**src/u16ss_pkg.sv**
```systemverilog
// Shared types and constants for the UTF-16 substring search block.
// No dependencies; imported by utf16_substring_search.
package u16ss_pkg;

  localparam int CharW    = 16;
  localparam int IndexW   = 20;
  localparam int CfgIdxW  = 3;
  localparam int CfgDataW = 64;
  localparam int PatRegs  = 4;
  localparam int PatChars = 16;

  // configuration register indices
  localparam logic [CfgIdxW-1:0] RegPatLen   = 3'd0;
  localparam logic [CfgIdxW-1:0] RegPatWordA = 3'd1;
  localparam logic [CfgIdxW-1:0] RegPatWordB = 3'd2;
  localparam logic [CfgIdxW-1:0] RegPatWordC = 3'd3;
  localparam logic [CfgIdxW-1:0] RegPatWordD = 3'd4;

  typedef struct packed {
    logic [CharW-1:0] text_char;
    logic             last_char;
  } in_item_t;

  typedef struct packed {
    logic              found;
    logic [IndexW-1:0] match_index;
    logic              too_long;
  } out_item_t;

endpackage

```
**src/utf16_substring_search.sv**
```systemverilog
// Top level of the streaming UTF-16 substring search.
// Depends on u16ss_pkg for payload types and register indices.
//
// Usage:
//  - Text enters on in_valid_i / in_stall_o / in_item_i, one code unit per
//    request; last_char closes a text. Results leave on out_valid_o /
//    out_stall_i / out_item_o, exactly one per text: at the first full match
//    or, failing that, at the last character as not-found.
//  - The pattern (length and four 64-bit words of characters) is written over
//    cfg_valid_i / cfg_ready_o / cfg_index_i / cfg_data_i while idle.
//    Unknown indices are ignored.
//  - A request's shifted window is registered on acceptance; the compare runs
//    on that window and its result (if any) goes into the result register.
//  - Throughput: one code unit per cycle unless a stalled result blocks; the window
//    compare is a parallel equality across MAX_PATTERN registered characters.
//  - Reset clears the pattern, the window, the position counter and the
//    output valid flag. No clearing pass.
//  - A stall on the output holds the result register; the compare stage then
//    holds a pending result, so in_stall_o rises only while that result waits.
module utf16_substring_search import u16ss_pkg::*; #(
  parameter int MAX_PATTERN = 16,
  parameter int MAX_TEXT    = 1048576
) (
  input  logic                clk_i,
  input  logic                rst_ni,
  input  logic                in_valid_i,
  output logic                in_stall_o,
  input  in_item_t            in_item_i,
  output logic                out_valid_o,
  input  logic                out_stall_i,
  output out_item_t           out_item_o,
  input  logic                cfg_valid_i,
  output logic                cfg_ready_o,
  input  logic [CfgIdxW-1:0]  cfg_index_i,
  input  logic [CfgDataW-1:0] cfg_data_i
);

  localparam int CW = $clog2(MAX_TEXT + 1);
  localparam int IW = (CW + 1 > IndexW) ? CW + 1 : IndexW;

  // configuration
  logic [4:0]                         pat_len_q;
  logic [PatRegs-1:0][CfgDataW-1:0]   pat_words_q;

  // text state
  logic [MAX_PATTERN-1:0][CharW-1:0]  win_q, win_d, win_base;
  logic [CW-1:0]                      count_q, count_d, count_base;
  logic                               sat_q, sat_d, sat_base;
  logic                               sent_q, sent_d;

  // compare stage
  logic          a_valid_q, a_valid_d;
  logic          a_last_q;
  logic          a_search_q;
  logic          a_sat_q;
  logic [CW-1:0] a_pos_q;

  // result register
  logic      out_valid_q, out_valid_d;
  out_item_t out_item_q, out_item_d;

  logic            in_acc, a_adv, text_clear, sat_now, slot_free;
  logic [4:0]      eff_len;
  logic [CharW-1:0] pat_chars [PatChars];
  logic            eq_all, match, found_now, emit;
  logic [CW:0]     pos_plus;
  logic [IW-1:0]   idx_full;

  assign cfg_ready_o = 1'b1;

  always_ff @(posedge clk_i or negedge rst_ni) begin
    if (!rst_ni) begin
      pat_len_q   <= '0;
      pat_words_q <= '0;
    end else if (cfg_valid_i && cfg_ready_o) begin
      unique case (cfg_index_i)
        RegPatLen:   pat_len_q      <= cfg_data_i[4:0];
        RegPatWordA: pat_words_q[0] <= cfg_data_i;
        RegPatWordB: pat_words_q[1] <= cfg_data_i;
        RegPatWordC: pat_words_q[2] <= cfg_data_i;
        RegPatWordD: pat_words_q[3] <= cfg_data_i;
        default: ;
      endcase
    end
  end

  assign eff_len = (int'(pat_len_q) > MAX_PATTERN) ? 5'(MAX_PATTERN) : pat_len_q;

  always_comb begin
    for (int j = 0; j < PatChars; j++) begin
      pat_chars[j] = pat_words_q[j >> 2][CharW*(j & 3) +: CharW];
    end
  end

  // window compare: window slot w lines up with pattern char len-1-w
  always_comb begin
    logic [4:0] pidx;
    logic [CharW-1:0] pch;
    eq_all = 1'b1;
    for (int w = 0; w < MAX_PATTERN; w++) begin
      pidx = 5'(int'(eff_len) - 1 - w);
      pch  = pidx[4] ? '0 : pat_chars[pidx[3:0]];
      if (w < int'(eff_len) && win_q[w] != pch) begin
        eq_all = 1'b0;
      end
    end
  end

  assign pos_plus  = {1'b0, a_pos_q} + 1'b1;
  assign match     = a_search_q && (pos_plus >= (CW+1)'(eff_len)) && eq_all;
  assign found_now = match && !sent_q;
  assign emit      = a_valid_q && (found_now || (a_last_q && !sent_q));
  assign idx_full  = (eff_len == '0) ? '0 : (IW'(pos_plus) - IW'(eff_len));

  assign slot_free  = !out_valid_q || !out_stall_i;
  assign a_adv      = a_valid_q && (!emit || slot_free);
  assign in_stall_o = a_valid_q && !a_adv;
  assign in_acc     = in_valid_i && !in_stall_o;
  assign text_clear = a_adv && a_last_q;

  // a request following a closed text starts from cleared state
  assign win_base   = text_clear ? '0 : win_q;
  assign count_base = text_clear ? '0 : count_q;
  assign sat_base   = text_clear ? 1'b0 : sat_q;
  assign sat_now    = count_base >= CW'(MAX_TEXT);

  always_comb begin
    win_d   = win_base;
    count_d = count_base;
    sat_d   = sat_base;
    if (in_acc) begin
      if (sat_now) begin
        sat_d = 1'b1;
      end else begin
        win_d[0] = in_item_i.text_char;
        for (int k = 1; k < MAX_PATTERN; k++) begin
          win_d[k] = win_base[k-1];
        end
        count_d = count_base + 1'b1;
      end
    end
  end

  always_comb begin
    sent_d = sent_q;
    if (a_adv) begin
      if (a_last_q) begin
        sent_d = 1'b0;
      end else if (found_now) begin
        sent_d = 1'b1;
      end
    end
  end

  assign a_valid_d = in_acc || (a_valid_q && !a_adv);

  always_comb begin
    out_valid_d = out_valid_q && out_stall_i;
    out_item_d  = out_item_q;
    if (emit && slot_free) begin
      out_valid_d = 1'b1;
      if (found_now) begin
        out_item_d.found       = 1'b1;
        out_item_d.match_index = idx_full[IndexW-1:0];
        out_item_d.too_long    = 1'b0;
      end else begin
        out_item_d.found       = 1'b0;
        out_item_d.match_index = '0;
        out_item_d.too_long    = a_sat_q;
      end
    end
  end

  always_ff @(posedge clk_i or negedge rst_ni) begin
    if (!rst_ni) begin
      win_q       <= '0;
      count_q     <= '0;
      sat_q       <= 1'b0;
      sent_q      <= 1'b0;
      a_valid_q   <= 1'b0;
      out_valid_q <= 1'b0;
    end else begin
      win_q       <= win_d;
      count_q     <= count_d;
      sat_q       <= sat_d;
      sent_q      <= sent_d;
      a_valid_q   <= a_valid_d;
      out_valid_q <= out_valid_d;
    end
  end

  always_ff @(posedge clk_i) begin
    if (in_acc) begin
      a_last_q   <= in_item_i.last_char;
      a_search_q <= !sat_now;
      a_sat_q    <= sat_base || sat_now;
      a_pos_q    <= count_base;
    end
    out_item_q <= out_item_d;
  end

  assign out_valid_o = out_valid_q;
  assign out_item_o  = out_item_q;

endmodule
```
**config.mk**
```make
export PLATFORM = sky130hd
export DESIGN_NAME = utf16_substring_search
export DESIGN_NICKNAME = d
export VERILOG_FILES = /design/src/u16ss_pkg.sv /design/src/utf16_substring_search.sv
export SDC_FILE = /design/constraint.sdc
export NUM_CORES = 2
export LEC_CHECK = 0
export BUFFER_PORTS_ARGS = -buffer_cell sky130_fd_sc_hd__buf_2
export CORE_MARGIN = 5
export CORE_UTILIZATION = 32
export CTS_CLUSTER_SIZE = 10
export DETAILED_ROUTE_END_ITERATION = 16
export HOLD_SLACK_MARGIN = 0.12
export PLACE_DENSITY = 0.44
export SLEW_MARGIN = 10
export SYNTH_ARGS = -nofsm -noshare
export SYNTH_HDL_FRONTEND = slang
export SYNTH_SLANG_ARGS = --single-unit
```
**constraint.sdc**
```tcl
create_clock -name clk_i -period 10.8 [get_ports clk_i]
set_input_delay 1.62 -clock clk_i [delete_from_list [all_inputs] [get_ports clk_i]]
set_output_delay 1.62 -clock clk_i [all_outputs]
set_load 0.01 [all_outputs]
```
Word level (Yosys, flattened, before mapping)
Index checks and enable logic that the tools add are counted.
- bitwise operators: 17
- reduce and logical (&&, ||, !) cells: 49
- eq/ne operators: 20
- $add $sub $neg: 19
- magnitude comparators: 35
- mux-type cells: 95
- operators with widths (operator ; number):
    binary-select mux 16 bit (select 4 bit) ; 16
    two-way mux 16 bit ; 48
    two-way mux 256 bit ; 3
    != test 16 bit ; 16
    greater-or-equal comparator 5 bit, second input constant ; 16
    NOT 4 -> 5 bit ; 16
    two-way mux 21 bit ; 3
    less-than comparator 4 x 5 -> 1 bit, first input constant ; 8
    subtractor 5 bit, second input constant ; 8
    logical AND 1 bit ; 27
    adder 21 x 1 -> 22 bit, second input constant ; 1
    greater-or-equal comparator 22 x 5 -> 1 bit ; 1
    two-way mux 1 bit ; 22
    two-way mux 22 bit ; 1
    adder 21 x 1 -> 21 bit, second input constant ; 1
    greater-or-equal comparator 21 bit, second input constant ; 1
    less-than comparator 3 x 5 -> 1 bit, first input constant ; 4
    two-way mux 20 bit ; 1
    subtractor 20 x 5 -> 20 bit ; 1
    subtractor 5 x 4 -> 5 bit, second input constant ; 4
    AND reduction 2 bit ; 6
    less-than comparator 1 x 5 -> 1 bit, first input constant ; 2
    less-than comparator 2 x 5 -> 1 bit, first input constant ; 2
    subtractor 5 x 3 -> 5 bit, second input constant ; 2
    other kinds (14) ; 25
- flip-flop bits (word level): 588
- word-level logic and storage cells: 268
- input bits: 89
- output and inout bits: 25

Logic depth before layout (Yosys ltp)
- depth in word-level cells: 38
- depth in mapped cells: 35
- depth with buffers taken out: 22

Worst setup path after synthesis
Ideal clock, no wire load.
- path kind: register -> output
- from: reg pat_len_q[4]
- to: out in_stall_o
- stages on the path, launching flop included: 30
- required time: 9180 ps
- path slack: 2620 ps
- data arrival time: 6560 ps
- path buffers: 12
- path through: dfrtp_1 -> buf_6 -> nand2b_1 -> buf_6 -> buf_6 -> buf_6 -> buf_4 -> buf_2 -> buf_2 -> buf_1 -> ha_1 -> clkbuf_1 -> inv_1 -> clkbuf_1 -> clkbuf_1 -> ha_1 -> nor2b_1 -> o211a_1 -> o31ai_1 -> nand2_1 -> buf_2 -> a211oi_1 -> xor2_1 -> nor4_1 -> nand4_1 -> a2111oi_2 -> o2111ai_1 -> o31ai_4 -> nand2_1 -> inv_1
- word-level cells in the longest chain between the ends: 35
- elaborated cells on any way between the ends: 173
- classes of those cells: add/sub (16); order compare (18); eq/ne (16); mux (81); bitwise (16); reduce/logical (26)
- RTL lines (what ; RTL line ; text):
    start, declared ; utf16_substring_search.sv:42 ; logic [4:0] pat_len_q;
    start signal, assigned ; utf16_substring_search.sv:77 ; RegPatLen: pat_len_q <= cfg_data_i[4:0];
    greater-than comparator 5 bit ; utf16_substring_search.sv:87 ; assign eff_len = (int'(pat_len_q) > MAX_PATTERN) ? 5'(MAX_PATTERN) : pat_len_q;
    two-way mux 5 bit (*) ; utf16_substring_search.sv:87 ;
    subtractor 5 x 1 -> 5 bit ; utf16_substring_search.sv:101 ; pidx = 5'(int'(eff_len) - 1 - w);
    subtractor 5 x 2 -> 5 bit / NOT 4 -> 5 bit (equally long branches) ; utf16_substring_search.sv:101, utf16_substring_search.sv:102 ;
    NOT 4 -> 5 bit (not written as such) / binary-select mux 16 bit (select 4 bit) (equally long branches) ; utf16_substring_search.sv:102 ; pch = pidx[4] ? '0 : pat_chars[pidx[3:0]];
    binary-select mux 16 bit (select 4 bit) / two-way mux 16 bit (equally long branches) ; utf16_substring_search.sv:102 ;
    two-way mux 16 bit (not written as such) (2 in series) ; utf16_substring_search.sv:102 ;
    two-way mux 16 bit / != test 16 bit (equally long branches) ; utf16_substring_search.sv:102, utf16_substring_search.sv:103 ;
    [... 18 more ...] ; n/a ;
    logical AND 1 bit (*) ; utf16_substring_search.sv:111 ; assign found_now = match && !sent_q;
    logical OR 1 bit (*) ; utf16_substring_search.sv:112 ; assign emit = a_valid_q && (found_now || (a_last_q && !sent_q));
    logical AND 1 bit (*) ; utf16_substring_search.sv:112 ;
    logical NOT 1 bit (*) ; utf16_substring_search.sv:116 ; assign a_adv = a_valid_q && (!emit || slot_free);
    logical OR 1 bit (*) ; utf16_substring_search.sv:116 ;
    logical AND 1 bit (*) ; utf16_substring_search.sv:116 ;
    logical NOT 1 bit (*) ; utf16_substring_search.sv:117 ; assign in_stall_o = a_valid_q && !a_adv;
    logical AND 1 bit (*) ; utf16_substring_search.sv:117 ;
    end, declared ; utf16_substring_search.sv:27 ; output logic in_stall_o,
Mark *: on every way between the ends. The rest lies on a longest branch, timed or not. The select of a mux whose other input is x is not followed.

Worst setup path in the final report
- from: reg pat_len_q[3]
- to: out in_stall_o
The elaborated chain is that of the path after synthesis.

==> flow_summary_export.csv <==
group,metric,value,unit
worst_setup_path,data_required_time_of_the_worst_path,9.18,ns
detailed_routing,routed_wire_length_per_instance,35.15,um
detailed_routing,drt_first_iter_violations,6109,
logic_synthesis,postSynth.asyncResetShare,92.18,%
floorplan,floorplan.initialDensity,32.26,%
cells_and_area,syn2layout_area_growth,10.13,%
detailed_routing,routed-via-count,41360,
clock_tree,cts.reportedPaths.clkPinSlew,0.06,ns
sta,maxSlewViolCount,0,
detailed_routing,wirelength_met1,98880,um
cells_and_area,fillerInstances,14160,
detailed_routing,finalWirelength,231800,um
clock_tree,cts_tree,"done",
clock_tree,h-tree-depth,3,
detailed_routing,drc,0,
clock_tree,cts_max_path_buffers,3,
floorplan,die_h,385.3,um
logic_synthesis,syn_area_per_cell,9.462,um2
logic_synthesis,yosys_warnings,0,
logic_synthesis,synth-seq-cells,588,
logic_synthesis,mappedNetlistNets,4879,
sta,final.setup.tns,0,ns
logic_synthesis,synth.cell_area,45070,um2
run,max_cap_violations,0,
worst_hold_path,min_path_cells,2,
cells_and_area,most-common-layout-cells,"sky130_fd_sc_hd__nand2_1, sky130_fd_sc_hd__dfrtp_1, sky130_fd_sc_hd__nand3_1, sky130_fd_sc_hd__mux2i_1, sky130_fd_sc_hd__mux2_2",
worst_setup_path,setup.worst_path.end_class,"output port",
clock_tree,clk_latency,0.74,ns
power,ir_drop,0.0001378,V
sta,setup_slack,0.5188,ns
worst_hold_path,hold_class,"reg2reg",
clock_tree,cts_hold_repair.buffers,0,
worst_setup_path,critical_path_arrival,8.66,ns
floorplan,standard_cell_row_count,137,
grt,grt_usage,30.57,%
sta,finalHoldViolCount,0,
worst_setup_path,criticalPathCategory,"reg2out",
sta,max_freq,97.26,MHz
detailed_routing,final_antenna_net_count,0,
place,place.gp.congestion,1.068,
worst_hold_path,timing.hold.worst.start,"sat_q",
place,buffer_ports.inserted,112,
sta,setup-violations-final,0,
clock_tree,tritoncts_num_sinks,588,
detailed_routing,route.top_layer_used,"met5",
sta,finalClockSkew,0.06157,ns
logic_synthesis,number_of_enable_flip_flop_cells_after_synthesis,46,
grt,largest_net_degree_at_the_start_of_global_routing,202,
detailed_routing,routed-wl-met3,22820,um
grt,first_global_vias,38480,
grt,sum_of_overflow_across_all_layers_after_global_routing,0,
sta,worstMarginPinSlew,1.412,ns
cells_and_area,layout.cells.most_common,"sky130_fd_sc_hd__nand2_1",
worst_setup_path,r2r_cells,21,
grt,grt_pass1_wl,320100,um
logic_synthesis,netlist-cell-type-count,98,
sta,grt_setup_unrepaired,"false",
sta,max_slew_margin,4.871,%
logic_synthesis,synthFlopType,"sky130_fd_sc_hd__dfrtp_1",
detailed_routing,drt-pass1-iter-count,7,
floorplan,die_area,148400,um2
logic_synthesis,synth_top_area_cell,"sky130_fd_sc_hd__dfrtp_1",
clock_tree,cts_buffers,76,
grt,grt_antenna_before_repair,11,
logic_synthesis,synth.top_cell.area_share,30.09,%
place,dp.final_hpwl,178100,um
power,power-per-cell-area,295.1,nW/um2
floorplan,top_level_ports,114,
worst_setup_path,worst_setup_path_start_kind,"flop",
detailed_routing,met2RoutedLength,97320,um
clock_tree,post_cts.repair.setup_buffers,0,
clock_tree,cts-resized-gates,0,
status,outcome,"complete, no violations",
logic_synthesis,synth_cells,4763,
logic_synthesis,ys_seq_area_share,33.16,%
sta,final_critical_delay_including_setup_and_external_delays,10.28,ns
place,place_worst_setup_slack,1.554,ns
logic_synthesis,synth.top_cells.by_area,"sky130_fd_sc_hd__dfrtp_1, sky130_fd_sc_hd__mux4_2, sky130_fd_sc_hd__mux2_2",
floorplan,die-width,385.3,um
clock_tree,cts_root_buf,"sky130_fd_sc_hd__clkbuf_16",
worst_setup_path,critical_path.reg2reg.endpoint,"win_q[97]",
worst_setup_path,r2r_setup_slk,1.59,ns
cells_and_area,num-nets-final,4781,
worst_setup_path,crit_reg_reg_startpoint,"pat_len_q[3]",
worst_setup_path,cp_max_fo,18,
power,total_leakage_power,19.56,nW
worst_hold_path,hold_path_endpoint,"sat_q",
detailed_routing,vias_per_cell,6.271,
sta,final.period_utilization,95.20,%
floorplan,fp.coreArea,139700,um2
cells_and_area,post_route_cells_drive_above_1_share,19.06,%
[critical path, stage by stage, from the launching register on]
cell and delay [ns]:
sky130_fd_sc_hd__dfrtp_1 0.71, sky130_fd_sc_hd__nor2b_2 0.27, sky130_fd_sc_hd__clkinv_1 0.79, sky130_fd_sc_hd__ha_1 0.66, sky130_fd_sc_hd__nor2b_1 0.22, sky130_fd_sc_hd__a21oi_2 0.69, sky130_fd_sc_hd__nand3_1 0.75, sky130_fd_sc_hd__buf_4 0.47
sky130_fd_sc_hd__o22ai_1 0.47, sky130_fd_sc_hd__xnor2_1 0.23, sky130_fd_sc_hd__nand4_1 0.14, sky130_fd_sc_hd__nor4_1 0.41, sky130_fd_sc_hd__a21oi_1 0.07, sky130_fd_sc_hd__a2111o_1 0.37, sky130_fd_sc_hd__nor3_1 0.25, sky130_fd_sc_hd__o2111ai_1 0.31
sky130_fd_sc_hd__o31ai_4 0.61, sky130_fd_sc_hd__nand2_1 0.23, sky130_fd_sc_hd__inv_1 0.11, sky130_fd_sc_hd__buf_2 0.13
[through the flow]
stage	total power [mW]	hold WS (ns)	utilization, %	std cells	instance area [um2]
5_1_grt	15.05	0.5320	35.51	6588	49610
2_1_floorplan	8.128	0.4439	-	4763	45070
6_report	14.65	0.5025	35.53	6596	49630
3_5_place_dp	11.83	0.4887	33.83	6463	47260
4_1_cts	14.38	0.5031	35.51	6588	49610
3_3_place_gp	11.84	0.4785	33.82	6463	47250
[where the power goes]
| group | internal [mW] | switching (mW) |
|---|---|---|
| Combinational | 3.06 | 5.96 |
| Sequential | 2.50 | 0.634 |
| Clock | 1.41 | 1.09 |
[Yosys cell counts, drive strengths merged (10+ instances only)]
cell type,number
a21o,15
nor2,242
nand2b,22
or2,11
a21oi,125
inv,54
nor4,40
or3,15
mux2,293
o221ai,18
nor3,52
o21a,10
o211ai,18
nand4,59
a31oi,32
o31ai,11
nand2,553
xnor2,149
o32ai,16
buf,183
nand3,319
edfxtp,46
dfrtp,542
o21ai,416
a211oi,58
clkbuf,223
nor3b,42
o2111ai,31
nor4b,11
ha,26
o22ai,114
and2,43
nor2b,32
and3,34
nand3b,12
mux4,205
nor4bb,12
mux2i,319
a22oi,69
a221oi,15
a21boi,15
o2bb2ai,12
xor2,100
o22a,17
[layout make-up]
class                      count  area (um2)  area share, %
multi-input combinational   3712       28180          56.78
sequential                   588       14950          30.13
tap                         1876        2347          4.729
clock buffer                 105        2081          4.192
timing repair buffer         230        1556          3.136
clock inverter                20       274.0         0.5521
inverter                      57       217.7         0.4387
antenna                        8       20.02        0.04034
[registers in the layout (all words and copies together), names as in the netlist, 5 cells and up]
signal and count:
a_pos_q 21, count_q 21, pat_chars 256, out_item_o 22
pat_len_q 5, win_q 256
[how the worst max path moves through the flow]
stage | slack (ns) | endpoint | startpoint | depth (start not counted)
2_1_floorplan | 2.62 | in_stall_o | pat_len_q[4] | 29
3_3_place_gp | 1.49 | in_stall_o | pat_len_q[3] | 19
3_5_place_dp | 1.55 | in_stall_o | pat_len_q[3] | 19
4_1_cts | 0.74 | in_stall_o | pat_len_q[3] | 19
5_1_grt | 0.48 | in_stall_o | pat_len_q[3] | 19
6_report | 0.52 | in_stall_o | pat_len_q[3] | 19
[metal layers]
layer	vias up	track usage, %
met1	21080	42.36
met5	-	0
met2	2126	44.48
met4	6	13.85
li1	17690	-
met3	466	8.253
[cells by family after synthesis]
kind of cell / synth area share (%)
simple gates: 16.23
compound gates: 15.60
mux: 24.66
flops: 33.16
buf+inv: 4.739
xor+xnor: 4.839
fa+ha+maj: 0.7662
other cells: 0.008321
Power figures use the tool's default switching activity.
